### src/rtl/core/bcg_pkg.sv
`timescale 1ns / 1ps

package bcg_pkg;

    // phase accumulator width default
    localparam int PHASE_BITS_DEF = 16;

    // channel widths
    localparam int ELAPSED_W  = 16;
    localparam int CHAN_W     = 8;
    localparam int CFG_IDX_W  = 3;
    localparam int CFG_DATA_W = 24;

    // shared multiplier operand and product widths
    localparam int MUL_A_W = 26;
    localparam int MUL_B_W = 18;
    localparam int MUL_P_W = MUL_A_W + MUL_B_W;

    // register indexes
    localparam logic [CFG_IDX_W-1:0] REG_WAVE_MODE         = 3'd0;
    localparam logic [CFG_IDX_W-1:0] REG_CUSTOM_BRIGHTNESS = 3'd1;
    localparam logic [CFG_IDX_W-1:0] REG_MIN_BRIGHTNESS    = 3'd2;
    localparam logic [CFG_IDX_W-1:0] REG_MAX_BRIGHTNESS    = 3'd3;
    localparam logic [CFG_IDX_W-1:0] REG_FREQUENCY         = 3'd4;
    localparam logic [CFG_IDX_W-1:0] REG_COLOR_A           = 3'd5;
    localparam logic [CFG_IDX_W-1:0] REG_COLOR_B           = 3'd6;
    localparam logic [CFG_IDX_W-1:0] REG_INITIAL_PHASE     = 3'd7;

    // wave modes
    localparam logic [1:0] MODE_PULSE   = 2'd0;
    localparam logic [1:0] MODE_MORPH   = 2'd1;
    localparam logic [1:0] MODE_RAINBOW = 2'd2;

    // 1.2 Hz in Q4.12
    localparam logic [15:0] FREQ_DEFAULT = 16'd4915;

    typedef struct packed {
        logic [1:0]  wave_mode;
        logic        custom_brightness;
        logic [8:0]  min_brightness;
        logic [8:0]  max_brightness;
        logic [15:0] frequency;
        logic [23:0] color_a;
        logic [23:0] color_b;
        logic [15:0] initial_phase;
    } bcg_cfg_t;

    // cos(k*pi/64) in Q16, k = 0..32
    function automatic logic [16:0] cos_tab(input logic [5:0] idx);
        logic [16:0] v;
        case (idx)
            6'd0:  v = 17'd65536;
            6'd1:  v = 17'd65457;
            6'd2:  v = 17'd65220;
            6'd3:  v = 17'd64827;
            6'd4:  v = 17'd64277;
            6'd5:  v = 17'd63572;
            6'd6:  v = 17'd62714;
            6'd7:  v = 17'd61705;
            6'd8:  v = 17'd60547;
            6'd9:  v = 17'd59244;
            6'd10: v = 17'd57798;
            6'd11: v = 17'd56212;
            6'd12: v = 17'd54491;
            6'd13: v = 17'd52639;
            6'd14: v = 17'd50660;
            6'd15: v = 17'd48559;
            6'd16: v = 17'd46341;
            6'd17: v = 17'd44011;
            6'd18: v = 17'd41576;
            6'd19: v = 17'd39040;
            6'd20: v = 17'd36410;
            6'd21: v = 17'd33692;
            6'd22: v = 17'd30893;
            6'd23: v = 17'd28020;
            6'd24: v = 17'd25080;
            6'd25: v = 17'd22078;
            6'd26: v = 17'd19024;
            6'd27: v = 17'd15924;
            6'd28: v = 17'd12785;
            6'd29: v = 17'd9616;
            6'd30: v = 17'd6424;
            6'd31: v = 17'd3216;
            default: v = 17'd0;
        endcase
        return v;
    endfunction

endpackage

### src/rtl/core/bcg_if.sv
`timescale 1ns / 1ps

// timer request channel
interface bcg_req_if;
    logic        valid;
    logic        ready;
    logic        opcode;
    logic [15:0] elapsed;

    modport source (output valid, output opcode, output elapsed, input ready);
    modport sink (input valid, input opcode, input elapsed, output ready);
endinterface

// color result channel
interface bcg_rgb_if;
    logic       valid;
    logic       ready;
    logic [7:0] red;
    logic [7:0] green;
    logic [7:0] blue;

    modport source (output valid, output red, output green, output blue, input ready);
    modport sink (input valid, input red, input green, input blue, output ready);
endinterface

// register write channel
interface bcg_cfg_if;
    logic        valid;
    logic        ready;
    logic [2:0]  index;
    logic [23:0] data;

    modport source (output valid, output index, output data, input ready);
    modport sink (input valid, input index, input data, output ready);
endinterface

### src/rtl/core/bcg_mul.sv
`timescale 1ns / 1ps

module bcg_mul (
    input  logic                                clk,
    input  logic signed [bcg_pkg::MUL_A_W-1:0] a,
    input  logic signed [bcg_pkg::MUL_B_W-1:0] b,
    output logic signed [bcg_pkg::MUL_P_W-1:0] p
);
    import bcg_pkg::*;

    logic signed [MUL_P_W-1:0] p_reg;
    logic signed [MUL_P_W-1:0] p_next;

    assign p_next = a * b;

    always_ff @(posedge clk)
    begin
        p_reg <= p_next;
    end

    assign p = p_reg;

endmodule

### src/rtl/core/bcg_seq.sv
`timescale 1ns / 1ps

module bcg_seq #(
    parameter int PHASE_BITS = bcg_pkg::PHASE_BITS_DEF
) (
    input  logic                                clk,
    input  logic                                rst_n,
    bcg_req_if.sink                             req,
    bcg_rgb_if.source                           rsp,
    input  bcg_pkg::bcg_cfg_t                   cfg_regs,
    output logic signed [bcg_pkg::MUL_A_W-1:0] mul_a,
    output logic signed [bcg_pkg::MUL_B_W-1:0] mul_b,
    input  logic signed [bcg_pkg::MUL_P_W-1:0] mul_p
);
    import bcg_pkg::*;

    localparam logic [3:0] ST_IDLE   = 4'd0;
    localparam logic [3:0] ST_INC    = 4'd1;
    localparam logic [3:0] ST_ACC    = 4'd2;
    localparam logic [3:0] ST_PHASE  = 4'd3;
    localparam logic [3:0] ST_COS    = 4'd4;
    localparam logic [3:0] ST_WAVE   = 4'd5;
    localparam logic [3:0] ST_SWING  = 4'd6;
    localparam logic [3:0] ST_BRIGHT = 4'd7;
    localparam logic [3:0] ST_CHAN   = 4'd8;
    localparam logic [3:0] ST_OUT    = 4'd9;

    localparam logic [1:0] PASS_SCALE_A   = 2'd0;
    localparam logic [1:0] PASS_SCALE_RGB = 2'd1;
    localparam logic [1:0] PASS_MORPH     = 2'd2;
    localparam logic [1:0] PASS_HUE       = 2'd3;

    localparam logic [1:0] CNT_LAST = 2'd3;

    function automatic logic [7:0] chan_of(input logic [23:0] c, input logic [1:0] k);
        logic [7:0] v;
        case (k)
            2'd0:    v = c[7:0];
            2'd1:    v = c[15:8];
            default: v = c[23:16];
        endcase
        return v;
    endfunction

    logic [3:0]            state_reg, state_next;
    logic                  opcode_reg, opcode_next;
    logic [15:0]           elapsed_reg, elapsed_next;
    logic [PHASE_BITS-1:0] accum_reg, accum_next;
    logic [15:0]           phase_reg, phase_next;
    logic [16:0]           wave_reg, wave_next;
    logic [24:0]           bq_reg, bq_next;
    logic [16:0]           lvl_reg [3];
    logic [16:0]           lvl_next [3];
    logic [7:0]            rgb_reg [3];
    logic [7:0]            rgb_next [3];
    logic [1:0]            pass_reg, pass_next;
    logic [1:0]            cnt_reg, cnt_next;
    logic                  rsp_valid_reg, rsp_valid_next;
    logic [7:0]            red_reg, red_next;
    logic [7:0]            green_reg, green_next;
    logic [7:0]            blue_reg, blue_next;

    // phase advance
    logic [15:0]              freq_eff;
    logic [63:0]              inc_ext;
    logic [PHASE_BITS-1:0]    inc;
    logic [PHASE_BITS+15:0]   top_ext;
    logic [15:0]              top16;

    assign freq_eff = (cfg_regs.frequency == 16'd0) ? FREQ_DEFAULT : cfg_regs.frequency;
    assign inc_ext  = {mul_p[31:0], 32'd0} >> (60 - PHASE_BITS);
    assign inc      = inc_ext[PHASE_BITS-1:0];
    assign top_ext  = {accum_reg, 16'd0};
    assign top16    = top_ext[PHASE_BITS +: 16];

    // quarter-wave cosine lookup
    logic [1:0]  quad;
    logic [14:0] xx;
    logic        cos_zero;
    logic [4:0]  seg;
    logic [8:0]  frac;
    logic [16:0] cos_lo;
    logic [16:0] cos_hi;
    logic [16:0] cos_d;
    logic [21:0] interp_sum;
    logic [16:0] qc;
    logic [17:0] wsum;

    assign quad       = phase_reg[15:14];
    assign xx         = quad[0] ? (15'd16384 - {1'b0, phase_reg[13:0]})
                                : {1'b0, phase_reg[13:0]};
    assign cos_zero   = xx[14];
    assign seg        = xx[13:9];
    assign frac       = xx[8:0];
    assign cos_lo     = cos_tab({1'b0, seg});
    assign cos_hi     = cos_tab({1'b0, seg} + 6'd1);
    assign cos_d      = cos_lo - cos_hi;
    assign interp_sum = mul_p[21:0] + 22'd256;
    assign qc         = cos_zero ? 17'd0 : (cos_lo - {4'd0, interp_sum[21:9]});
    assign wsum       = (quad[1] ^ quad[0]) ? (18'd65536 - {1'b0, qc})
                                            : (18'd65536 + {1'b0, qc});

    // brightness swing
    logic signed [9:0]  br_diff;
    logic signed [27:0] sw;
    logic [24:0]        bq_val;

    assign br_diff = $signed({1'b0, cfg_regs.max_brightness})
                   - $signed({1'b0, cfg_regs.min_brightness});
    assign sw      = $signed({3'd0, cfg_regs.min_brightness, 16'd0}) + $signed(mul_p[27:0]);

    always_comb
    begin
        if (sw[27])
            bq_val = 25'd0;
        else if (sw > 28'sd16777216)
            bq_val = 25'h1000000;
        else
            bq_val = sw[24:0];
    end

    // hue levels
    logic [18:0] p6;
    logic [2:0]  sector;
    logic [16:0] hx;
    logic [16:0] lvl_r, lvl_g, lvl_b;

    assign p6     = {1'b0, phase_reg, 2'b00} + {2'b00, phase_reg, 1'b0};
    assign sector = p6[18:16];
    assign hx     = sector[0] ? (17'd65536 - {1'b0, p6[15:0]}) : {1'b0, p6[15:0]};

    always_comb
    begin
        case (sector)
            3'd0:    begin lvl_r = 17'd65536; lvl_g = hx;        lvl_b = 17'd0;     end
            3'd1:    begin lvl_r = hx;        lvl_g = 17'd65536; lvl_b = 17'd0;     end
            3'd2:    begin lvl_r = 17'd0;     lvl_g = 17'd65536; lvl_b = hx;        end
            3'd3:    begin lvl_r = 17'd0;     lvl_g = hx;        lvl_b = 17'd65536; end
            3'd4:    begin lvl_r = hx;        lvl_g = 17'd0;     lvl_b = 17'd65536; end
            default: begin lvl_r = 17'd65536; lvl_g = 17'd0;     lvl_b = hx;        end
        endcase
    end

    // channel pass: issue for cnt, capture for cnt - 1
    logic [1:0]         ci;
    logic [1:0]         ki;
    logic [7:0]         a_iss, b_iss;
    logic signed [8:0]  morph_d;
    logic [7:0]         a_cap;
    logic [33:0]        sc_sum;
    logic [9:0]         sc_q;
    logic signed [26:0] mv;
    logic signed [10:0] mq;
    logic [49:0]        h_sum;
    logic [9:0]         h_q;
    logic [7:0]         cap_val;

    assign ci      = cnt_reg;
    assign ki      = cnt_reg - 2'd1;
    assign a_iss   = chan_of(cfg_regs.color_a, ci);
    assign b_iss   = chan_of(cfg_regs.color_b, ci);
    assign morph_d = $signed({1'b0, b_iss}) - $signed({1'b0, a_iss});
    assign a_cap   = chan_of(cfg_regs.color_a, ki);
    assign sc_sum  = mul_p[33:0] + 34'h0_0080_0000;
    assign sc_q    = sc_sum[33:24];
    assign mv      = $signed({3'd0, a_cap, 16'd0}) + $signed(mul_p[26:0]) + 27'sd32768;
    assign mq      = mv[26:16];
    assign h_sum   = {1'b0, mul_p[40:0], 8'd0} - {9'd0, mul_p[40:0]} + (50'd1 << 39);
    assign h_q     = h_sum[49:40];

    always_comb
    begin
        case (pass_reg)
            PASS_MORPH:
            begin
                if (mq[10])
                    cap_val = 8'd0;
                else if (mq > 11'sd255)
                    cap_val = 8'd255;
                else
                    cap_val = mq[7:0];
            end
            PASS_HUE:
                cap_val = (h_q > 10'd255) ? 8'd255 : h_q[7:0];
            default:
                cap_val = (sc_q > 10'd255) ? 8'd255 : sc_q[7:0];
        endcase
    end

    // multiplier operands
    always_comb
    begin
        mul_a = '0;
        mul_b = '0;
        case (state_reg)
            ST_INC:
            begin
                mul_a = {10'd0, elapsed_reg};
                mul_b = {2'd0, freq_eff};
            end
            ST_COS:
            begin
                mul_a = {9'd0, cos_d};
                mul_b = {9'd0, frac};
            end
            ST_SWING:
            begin
                mul_a = {{16{br_diff[9]}}, br_diff};
                mul_b = {1'b0, wave_reg};
            end
            ST_CHAN:
            begin
                case (pass_reg)
                    PASS_SCALE_A:
                    begin
                        mul_a = {1'b0, bq_reg};
                        mul_b = {10'd0, a_iss};
                    end
                    PASS_SCALE_RGB:
                    begin
                        mul_a = {1'b0, bq_reg};
                        mul_b = {10'd0, rgb_reg[ci]};
                    end
                    PASS_MORPH:
                    begin
                        mul_a = {{17{morph_d[8]}}, morph_d};
                        mul_b = {1'b0, wave_reg};
                    end
                    default:
                    begin
                        mul_a = cfg_regs.custom_brightness ? {1'b0, bq_reg} : 26'h1000000;
                        mul_b = {1'b0, lvl_reg[ci]};
                    end
                endcase
            end
            default:
            begin
                mul_a = '0;
                mul_b = '0;
            end
        endcase
    end

    // sequencer
    always_comb
    begin
        state_next     = state_reg;
        opcode_next    = opcode_reg;
        elapsed_next   = elapsed_reg;
        accum_next     = accum_reg;
        phase_next     = phase_reg;
        wave_next      = wave_reg;
        bq_next        = bq_reg;
        lvl_next       = lvl_reg;
        rgb_next       = rgb_reg;
        pass_next      = pass_reg;
        cnt_next       = cnt_reg;
        rsp_valid_next = rsp_valid_reg;
        red_next       = red_reg;
        green_next     = green_reg;
        blue_next      = blue_reg;

        if (rsp_valid_reg && rsp.ready)
            rsp_valid_next = 1'b0;

        case (state_reg)
            ST_IDLE:
            begin
                if (req.valid)
                begin
                    opcode_next  = req.opcode;
                    elapsed_next = req.elapsed;
                    state_next   = ST_INC;
                end
            end
            ST_INC:
                state_next = ST_ACC;
            ST_ACC:
            begin
                accum_next = opcode_reg ? '0 : (accum_reg + inc);
                state_next = ST_PHASE;
            end
            ST_PHASE:
            begin
                phase_next = cfg_regs.initial_phase + top16;
                state_next = ST_COS;
            end
            ST_COS:
                state_next = ST_WAVE;
            ST_WAVE:
            begin
                wave_next  = wsum[17:1];
                state_next = ST_SWING;
            end
            ST_SWING:
                state_next = ST_BRIGHT;
            ST_BRIGHT:
            begin
                bq_next     = bq_val;
                lvl_next[0] = lvl_r;
                lvl_next[1] = lvl_g;
                lvl_next[2] = lvl_b;
                cnt_next    = 2'd0;
                case (cfg_regs.wave_mode)
                    MODE_RAINBOW: pass_next = PASS_HUE;
                    MODE_MORPH:   pass_next = PASS_MORPH;
                    default:      pass_next = PASS_SCALE_A;
                endcase
                state_next = ST_CHAN;
            end
            ST_CHAN:
            begin
                if (cnt_reg != 2'd0)
                    rgb_next[ki] = cap_val;
                if (cnt_reg == CNT_LAST)
                begin
                    // morph with custom brightness runs a second scaling pass
                    if (pass_reg == PASS_MORPH && cfg_regs.custom_brightness)
                    begin
                        pass_next = PASS_SCALE_RGB;
                        cnt_next  = 2'd0;
                    end
                    else
                    begin
                        state_next = ST_OUT;
                    end
                end
                else
                begin
                    cnt_next = cnt_reg + 2'd1;
                end
            end
            ST_OUT:
            begin
                if (!rsp_valid_reg || rsp.ready)
                begin
                    red_next       = rgb_reg[0];
                    green_next     = rgb_reg[1];
                    blue_next      = rgb_reg[2];
                    rsp_valid_next = 1'b1;
                    state_next     = ST_IDLE;
                end
            end
            default:
                state_next = ST_IDLE;
        endcase
    end

    always_ff @(posedge clk or negedge rst_n)
    begin
        if (!rst_n)
        begin
            state_reg     <= ST_IDLE;
            accum_reg     <= '0;
            pass_reg      <= PASS_SCALE_A;
            cnt_reg       <= 2'd0;
            rsp_valid_reg <= 1'b0;
        end
        else
        begin
            state_reg     <= state_next;
            accum_reg     <= accum_next;
            pass_reg      <= pass_next;
            cnt_reg       <= cnt_next;
            rsp_valid_reg <= rsp_valid_next;
        end
    end

    always_ff @(posedge clk)
    begin
        opcode_reg  <= opcode_next;
        elapsed_reg <= elapsed_next;
        phase_reg   <= phase_next;
        wave_reg    <= wave_next;
        bq_reg      <= bq_next;
        red_reg     <= red_next;
        green_reg   <= green_next;
        blue_reg    <= blue_next;
        for (int i = 0; i < 3; i++)
        begin
            lvl_reg[i] <= lvl_next[i];
            rgb_reg[i] <= rgb_next[i];
        end
    end

    assign req.ready = (state_reg == ST_IDLE);
    assign rsp.valid = rsp_valid_reg;
    assign rsp.red   = red_reg;
    assign rsp.green = green_reg;
    assign rsp.blue  = blue_reg;

endmodule

### src/rtl/core/breathing_color_generator.sv
`timescale 1ns / 1ps

// breathing color generator: each request on req either restarts the phase
// timer (opcode 1) or advances it by elapsed * frequency turns (opcode 0), and
// yields exactly one color on rsp. every multiply runs through a single shared
// 26x18 signed multiplier with a registered product, stepped by a small
// sequencer, so the block takes one request at a time. a request steps
// through the inc, acc, phase, cos, wave, swing and bright states, a
// three-channel pass through the multiplier in the chan state and the out
// state, with a second chan pass in two-color morph mode with
// custom_brightness set. a finished color sits in an output register, so the
// next request is accepted while it waits; only a new color meeting an
// untaken one stalls the sequencer. registers are written through cfg, which
// is always ready; write them only while no request is in flight
module breathing_color_generator #(
    parameter int PHASE_BITS = bcg_pkg::PHASE_BITS_DEF
) (
    input  logic      clk,
    input  logic      rst_n,
    bcg_req_if.sink   req,
    bcg_rgb_if.source rsp,
    bcg_cfg_if.sink   cfg
);
    import bcg_pkg::*;

    // register bank
    bcg_cfg_t cfg_reg;
    bcg_cfg_t cfg_next;

    // shared multiplier hookup
    logic signed [MUL_A_W-1:0] mul_a;
    logic signed [MUL_B_W-1:0] mul_b;
    logic signed [MUL_P_W-1:0] mul_p;

    // writes are never back-pressured
    assign cfg.ready = 1'b1;

    always_comb
    begin
        cfg_next = cfg_reg;
        if (cfg.valid)
        begin
            case (cfg.index)
                REG_WAVE_MODE:         cfg_next.wave_mode         = cfg.data[1:0];
                REG_CUSTOM_BRIGHTNESS: cfg_next.custom_brightness = cfg.data[0];
                REG_MIN_BRIGHTNESS:    cfg_next.min_brightness    = cfg.data[8:0];
                REG_MAX_BRIGHTNESS:    cfg_next.max_brightness    = cfg.data[8:0];
                REG_FREQUENCY:         cfg_next.frequency         = cfg.data[15:0];
                REG_COLOR_A:           cfg_next.color_a           = cfg.data;
                REG_COLOR_B:           cfg_next.color_b           = cfg.data;
                REG_INITIAL_PHASE:     cfg_next.initial_phase     = cfg.data[15:0];
                default:               cfg_next = cfg_reg;
            endcase
        end
    end

    // reset values: pulse mode, full swing, 1.2 Hz, white
    always_ff @(posedge clk or negedge rst_n)
    begin
        if (!rst_n)
        begin
            cfg_reg.wave_mode         <= MODE_PULSE;
            cfg_reg.custom_brightness <= 1'b0;
            cfg_reg.min_brightness    <= 9'd0;
            cfg_reg.max_brightness    <= 9'd256;
            cfg_reg.frequency         <= FREQ_DEFAULT;
            cfg_reg.color_a           <= 24'hFFFFFF;
            cfg_reg.color_b           <= 24'h000000;
            cfg_reg.initial_phase     <= 16'd0;
        end
        else
        begin
            cfg_reg <= cfg_next;
        end
    end

    // sequencer with phase accumulator, wave, brightness and channel passes
    bcg_seq #(
        .PHASE_BITS(PHASE_BITS)
    ) u_seq (
        .clk      (clk),
        .rst_n    (rst_n),
        .req      (req),
        .rsp      (rsp),
        .cfg_regs (cfg_reg),
        .mul_a    (mul_a),
        .mul_b    (mul_b),
        .mul_p    (mul_p)
    );

    // one product per cycle, result registered and ready in the cycle after the operands
    bcg_mul u_mul (
        .clk (clk),
        .a   (mul_a),
        .b   (mul_b),
        .p   (mul_p)
    );

endmodule

### src/flat_wrapper.sv
// flat-port wrapper written by rule: the top's interface ports become plain ports
module breathing_color_generator_flat import bcg_pkg::*;
#(
    parameter int PHASE_BITS = bcg_pkg::PHASE_BITS_DEF
)
  (clk, rst_n, req_valid, req_opcode, req_elapsed, req_ready, rsp_valid, rsp_red, rsp_green, rsp_blue, rsp_ready, cfg_valid, cfg_index, cfg_data, cfg_ready);
  bcg_req_if req_i ();
  bcg_rgb_if rsp_i ();
  bcg_cfg_if cfg_i ();
  input  logic clk;
  input  logic rst_n;
  input wire logic [$bits(req_i.valid)-1:0] req_valid;
  input wire logic [$bits(req_i.opcode)-1:0] req_opcode;
  input wire logic [$bits(req_i.elapsed)-1:0] req_elapsed;
  output wire logic [$bits(req_i.ready)-1:0] req_ready;
  output wire logic [$bits(rsp_i.valid)-1:0] rsp_valid;
  output wire logic [$bits(rsp_i.red)-1:0] rsp_red;
  output wire logic [$bits(rsp_i.green)-1:0] rsp_green;
  output wire logic [$bits(rsp_i.blue)-1:0] rsp_blue;
  input wire logic [$bits(rsp_i.ready)-1:0] rsp_ready;
  input wire logic [$bits(cfg_i.valid)-1:0] cfg_valid;
  input wire logic [$bits(cfg_i.index)-1:0] cfg_index;
  input wire logic [$bits(cfg_i.data)-1:0] cfg_data;
  output wire logic [$bits(cfg_i.ready)-1:0] cfg_ready;
  assign req_i.valid = req_valid;
  assign req_i.opcode = req_opcode;
  assign req_i.elapsed = req_elapsed;
  assign req_ready = req_i.ready;
  assign rsp_valid = rsp_i.valid;
  assign rsp_red = rsp_i.red;
  assign rsp_green = rsp_i.green;
  assign rsp_blue = rsp_i.blue;
  assign rsp_i.ready = rsp_ready;
  assign cfg_i.valid = cfg_valid;
  assign cfg_i.index = cfg_index;
  assign cfg_i.data = cfg_data;
  assign cfg_ready = cfg_i.ready;
  breathing_color_generator #(.PHASE_BITS(PHASE_BITS)) u_core (.clk(clk), .rst_n(rst_n), .req(req_i), .rsp(rsp_i), .cfg(cfg_i));
endmodule
### config.mk
export PLATFORM = sky130hd
export DESIGN_NAME = breathing_color_generator_flat
export DESIGN_NICKNAME = d
export VERILOG_FILES = /design/src/rtl/core/bcg_pkg.sv /design/src/rtl/core/bcg_if.sv /design/src/rtl/core/bcg_mul.sv /design/src/rtl/core/bcg_seq.sv /design/src/rtl/core/breathing_color_generator.sv /design/src/flat_wrapper.sv
export SDC_FILE = /design/constraint.sdc
export NUM_CORES = 2
export LEC_CHECK = 0
export ABC_AREA = 1
export BUFFER_PORTS_ARGS = -buffer_cell sky130_fd_sc_hd__clkbuf_2
export CORE_UTILIZATION = 47
export DETAILED_ROUTE_END_ITERATION = 8
export PLACE_DENSITY_LB_ADDON = 0.08
export SYNTH_ARGS = -nofsm -noshare
export SYNTH_HDL_FRONTEND = slang
export SYNTH_SLANG_ARGS = --single-unit
### constraint.sdc
create_clock -name clk -period 25.7 [get_ports clk]
set_input_delay 1.285 -clock clk [delete_from_list [all_inputs] [get_ports clk]]
set_output_delay 1.285 -clock clk [all_outputs]
set_load 0.01 [all_outputs]
== Yosys cells after proc, flatten, opt, wreduce, memory -nomap -nowiden ==
Memories as Yosys holds them, arrays and structs flattened.
Cells that the tools add are included.
Operators by class
  mux-type cells: 48
  $mul: 1
  magnitude comparators: 7
  bitwise operators: 3
  $add $sub $neg: 21
  equal/unequal tests: 34
  reduce and logical (&&, ||, !) cells: 36
Operators with widths (count)
  26-bit case mux with 4 select lines: 1
  17-bit case mux with 2 select lines: 3
  17-bit two-way mux: 5
  17-bit case mux with 4 select lines: 1
  8-bit case mux with 2 select lines: 4
  8-bit two-way mux: 7
  26-bit case mux with 2 select lines: 1
  17-bit case mux with 3 select lines: 1
  50-bit by 40-bit adder with 50-bit output, second input constant: 1
  25-bit two-way mux: 2
  49-bit by 41-bit subtractor with 50-bit output: 1
  26-bit by 18-bit multiplier with 41-bit output: 1
  4-bit case mux with 10 select lines: 1
  34-bit by 24-bit adder with 34-bit output, second input constant: 1
  17-bit binary-select mux with 2-bit select: 1
  16-bit adder: 2
  16-bit two-way mux: 2
  26-bit by 28-bit adder with 28-bit output: 1
  28-bit by 26-bit > comparator with 1-bit output, second input constant: 1
  25-bit by 27-bit adder with 27-bit output: 1
  27-bit by 17-bit adder with 27-bit output, second input constant: 1
  24-bit bitwise mux: 1
  2-bit AND reduction: 12
  22-bit by 9-bit adder with 22-bit output, second input constant: 1
  other kinds (48): 97
Word-level totals
  register bits after elaboration: 341
  word-level logic and storage cells: 181
  output and inout bits: 27
  input port bits: 49
  bits in read-only memories: 1088
  memories kept: 2
Memory list
  (no name shown): words 32, bits a word 17, read ports 1, clocked after memory_dff 0, write ports 0, RTL line bcg_pkg.sv:51  | case (idx)
  (no name shown): words 32, bits a word 17, read ports 1, clocked after memory_dff 0, write ports 0, RTL line bcg_pkg.sv:51

== Depth between registers and ports, before layout ==
  depth in word-level cells: 10
  mapped depth: 59
  mapped depth without buffers: 58

== Modules after synthesis ==
Synthesis repeated with hierarchy kept, for this count alone.
Unflattened totals
  cell total of the unflattened synthesis: 5761
  area total of the unflattened synthesis: 43077.6 µm²
Modules (own cells, without submodules)
  bcg_seq: area each 19996.7 µm², sequential area each 5760.5 µm², cells each 2765, instances 1
  bcg_mul: area each 19102.1 µm², sequential area each 880.8 µm², cells each 2545, instances 1
  breathing_color_generator: area each 3978.8 µm², sequential area each 2567.5 µm², cells each 451, instances 1

== Worst setup path after synthesis ==
OpenSTA, ideal clock, no wires.
  path kind: register to register
  start point: reg u_core.u_seq.phase_reg[2]
  end point: reg u_core.u_mul.p_reg[38], in the netlist u_core.u_mul.p[38]
  period minus slack after synthesis: 10.082 ns
  cell stages (with the launch flop): 54
  arrival time: 10.010 ns
  path slack: 15.618 ns
  path buffers: 2
  required time: 25.628 ns
  path through: edfxtp_1 inv_1 ha_1 nand2_1 nor2_2 nand2_2 nand2_4 xor2_4 ha_1 inv_1 ha_1 clkbuf_1 clkinv_1 nand2_1 nand2_1 nand2_1 a21oi_1 a211oi_1 [18 not listed] fa_1 fa_1 inv_1 fa_1 fa_1 inv_1 fa_1 inv_1 ha_1 nand2_1 nor2_1 nand4_1 o211ai_1 a31oi_1 nor2_1 nor2_1 o21ai_0 xor2_1
Between the ends
  word-level cells in the longest chain between the ends: 8
  elaborated cells on any way between the ends: 10
RTL lines
  start: declaration: RTL line bcg_seq.sv:49  | logic [15:0] phase_reg, phase_next;
  start signal: assignment: RTL line bcg_seq.sv:373  | phase_reg <= phase_next;
  15-bit by 14-bit subtractor with 15-bit output: RTL line bcg_seq.sv:90  | assign xx = quad[0] ? (15'd16384 - {1'b0, phase_reg[13:0]})
  15-bit two-way mux *: RTL line bcg_seq.sv:90
  5-bit by 1-bit adder with 6-bit output: RTL line bcg_seq.sv:96  | assign cos_hi = cos_tab({1'b0, seg} + 6'd1);
  memory 32 x 17 bit
  17-bit two-way mux: RTL line bcg_pkg.sv:51
  17-bit subtractor: RTL line bcg_seq.sv:97  | assign cos_d = cos_lo - cos_hi;
  26-bit case mux with 4 select lines: RTL line bcg_seq.sv:195  | case (state_reg)
  26-bit by 18-bit multiplier with 41-bit output *: RTL line bcg_mul.sv:14  | assign p_next = a * b;
  named net u_core.u_mul.p_next[38]: RTL line bcg_mul.sv:12  | logic signed [MUL_P_W-1:0] p_next;
  end signal: assignment: RTL line bcg_mul.sv:18  | p_reg <= p_next;
  end: declaration: RTL line bcg_mul.sv:11  | logic signed [MUL_P_W-1:0] p_reg;
The timed path passes the listed nets; every way through them passes the cells marked *.
A chain may end at the register's enable or synchronous reset.

== Final worst setup path ==
Ends and elaborated chain as after synthesis.

==> impl_metrics.py <==
metrics = {
    "critical_path": {
        "cp.depth": 49,
        "rr_endpoint": "u_core.u_mul.p[38]",
        "cp-startpoint": "u_core.u_seq.phase_reg[2]",
        "worstPathRequired_ns": 26.22,
        "crit_arrival_ns": 12.71,
        "r2r_start": "u_core.u_seq.phase_reg[2]",
        "cp_common_cell": "inv_1",
        "path_delay_family": "adder cells",
        "rrSetupSlack_ns": 13.51,
        "setup.worst_path.end": "u_core.u_mul.p[38]",
        "startpoint_type": "flop",
        "end_kind": "flop",
        "path_max_fanout": 13,
        "crit_buf_inv": 9,
        "critPathSlowestCell": "nor2_1",
        "r2r_cells": 49,
        "path_class": "reg -> reg",
        "max_stage_delay_ns": 0.69,
    },
    "layout": {
        "final-seq-area_mm2": 0.009149,
        "fin_area_mm2": 0.04240,
        "largest_register_ffs": 101,
        "nets": 5867,
        "multiInputGateArea_mm2": 0.02621,
        "finalNonFillerCells": 6192,
        "syn_to_final_growth_pct": 7.027,
        "antenna_cells": 0,
        "layout_common_cells": "1012 x nand2_1, 963 x inv_1, 516 x nor2_1, 420 x fa_1, 328 x a21oi_1",
        "layout_commonest_cell": "nand2_1",
        "post_route_cells_drive_above_1_share": 0.05634,
        "fill_cells": 8341,
    },
    "clock_network": {
        "clock_path_buffers": 3,
        "cts_hold_buffers": 0,
        "clkTransAtPathRegs_ns": 0.07,
        "cts_made_buffers": 38,
        "cts_tree": "built",
        "clkSinkCount": 338,
        "clk_latency_ns": 0.61,
        "root_buffer": "clkbuf_16",
        "htree_num_levels": 2,
        "cts-resized-gates": 0,
        "post_cts_buffers": 0,
    },
    "timing": {
        "whs_ns": 0.4405,
        "worstMarginPinSlew_ns": 1.097,
        "fmax_ghz": 0.08201,
        "period_needed_ns": 12.19,
        "relSlewSlack": 0.2662,
        "final-hold-violation-count": 0,
        "finalCritPeriodShare": 0.4745,
        "setup_violations": 0,
        "fin_skew_ns": 0.05072,
        "finalMaxSlewViolations": 0,
        "rsz0062_at_grt": "no",
        "finalSetupTns_ns": 0,
    },
    "floorplanning": {
        "core_area_mm2": 0.08356,
        "boundaryPins": 76,
        "dieWidth_um": 292.3,
        "die_y_um": 292.3,
        "start_util": 0.4741,
        "die_area_mm2": 0.08546,
        "fp-row-count": 106,
    },
    "worst_hold_path": {
        "hold_class": "reg -> reg",
        "whs_path_depth": 0,
    },
    "drt": {
        "drt_iter0_markers": 3317,
        "vias": 34320,
        "viasPerCell": 5.542,
        "antenna_left": 0,
        "dr.pass1.iters": 5,
        "drc_errors": 0,
        "wl_per_cell_um": 21.41,
        "routed_wl_mm": 132.6,
    },
    "yosys": {
        "synth_top_area_frac": 0.2122,
        "ys_ff_latch": 338,
        "synthArstFlopShare": 0.3728,
        "synth_nets": 5844,
        "syn_inst": 5059,
        "synth_area_per_cell_um2": 7.831,
        "syn_area_mm2": 0.03962,
        "synth_area_leaders": "fa_1 21%, edfxtp_1 13%, ha_1 10%, nand2_1 9.6%, inv_1 9.1%",
        "yosysUniqueCellTypes": 71,
        "synth_edf_count": 171,
        "synth_top_cell_by_area": "fa_1",
        "yosysSeqAreaShare": 0.2309,
        "synthFlopType": "edfxtp_1",
        "yosysWarnings": 0,
    },
    "global_route": {
        "grt_pass1_wl_mm": 203.7,
        "track_usage": 0.3145,
        "grt_pass1_vias": 33270,
        "antenna_found_initial": 2,
        "grt_max_degree": 78,
        "grt-ovfl-total": 0,
    },
    "pwr": {
        "ir_drop_mv": 0.08082,
        "p_total_w": 0.005973,
        "comb_power_share": 0.752,
        "p_per_area_mw_per_mm2": 140.9,
        "p_sw_frac": 0.5844,
        "power.share.clock": 0.095,
        "power_leakage_nw": 20.86,
        "seq_power_share": 0.153,
        "p_sw_w": 0.003491,
        "p_int_w": 0.002482,
    },
    "placed_design": {
        "numPortBuffers": 74,
        "place_area_mm2": 0.04112,
        "dpl.hpwl_mm": 105.9,
        "placedCellCount": 6122,
        "gp_congestion": 0.9639,
    },
    "run_status": {
        "outcome": "completed",
    },
    "flow_run": {
        "max-cap-violations": 0,
    },
}
==> cells in the mapped netlist (11+ instances only) <==
cell type,count
xnor2_1,48
a21o_1,16
inv_1,963
a31oi_1,29
clkinv_1,12
dfxtp_1,41
o21ai_0,296
nand2_2,13
or2_2,13
o211ai_1,36
o21bai_1,13
edfxtp_1,171
o22ai_1,18
nand4_1,37
nand3_1,178
nor4_1,15
a22oi_1,12
a21oi_1,328
dfrtp_1,94
nand2_1,1012
o221ai_1,17
nor3_1,50
xor2_1,100
o21a_1,11
fa_1,420
clkbuf_1,81
buf_2,38
ha_1,316
dfstp_2,32
inv_2,11
nor2_1,520
==> worst min path at each step <==
stage	startpoint	end	slack [ns]
2_1_floorplan	u_core.u_seq.rgb_reg[17]	u_core.u_seq.rsp.red[1]	0.42
3_3_place_gp	u_core.u_seq.rgb_reg[10]	u_core.u_seq.rsp.green[2]	0.43
4_1_cts	u_core.u_seq.rgb_reg[8]	u_core.u_seq.rsp.green[0]	0.45
6_report	u_core.u_seq.rgb_reg[19]	u_core.u_seq.rsp.red[3]	0.44
5_1_grt	u_core.u_seq.rgb_reg[19]	u_core.u_seq.rsp.red[3]	0.46
3_5_place_dp	u_core.u_seq.rgb_reg[8]	u_core.u_seq.rsp.green[0]	0.43
==> power by group through the flow <==
stage	clock (W)	sequential, W	combinational (W)
6_report	0.000565	0.000914	0.00449
5_1_grt	0.000593	0.000922	0.00501
4_1_cts	0.000573	0.000909	0.00443
3_5_place_dp	0	0.000918	0.00438
3_3_place_gp	0	0.000918	0.00440
2_1_floorplan	0	0.000855	0.00314
==> kinds of logic after synthesis <==
| family | after synthesis | synth area share |
|---|---|---|
| xor gates and xnor gates | 150 | 0.03411 |
| and+or+nand+nor | 1875 | 0.1945 |
| DFF | 338 | 0.2309 |
| AOI/OAI and AO/OA | 838 | 0.1196 |
| adders and majority gates | 736 | 0.3120 |
| other | 1 | 0.00009466 |
| buffers and inverters | 1121 | 0.1086 |
==> area by class of cell <==
type / instances / area share
timing repair buffer: 116 / 0.01632
tap: 1080 / 0.03187
clock inverter: 16 / 0.003954
inverter: 988 / 0.08755
multi-input combinational: 3600 / 0.6182
sequential: 338 / 0.2158
clock buffer: 54 / 0.02629
==> metrics by stage <==
stage               utilization  worst slack [ns]
floorplan                     -             15.62
global placement         0.4921             14.08
detailed placement       0.4921             13.83
CTS                      0.5075             13.78
global route             0.5075             12.58
finish                   0.5075             13.51
==> per-layer routing <==
metal / GRT usage / routed length [um]
met1: 0.4723 / 61520
met2: 0.4703 / 56920
met3: 0.05714 / 11430
met4: 0.06755 / 2690
met5: 0 / 13
Note: power is estimated with default switching activity, not from simulation.
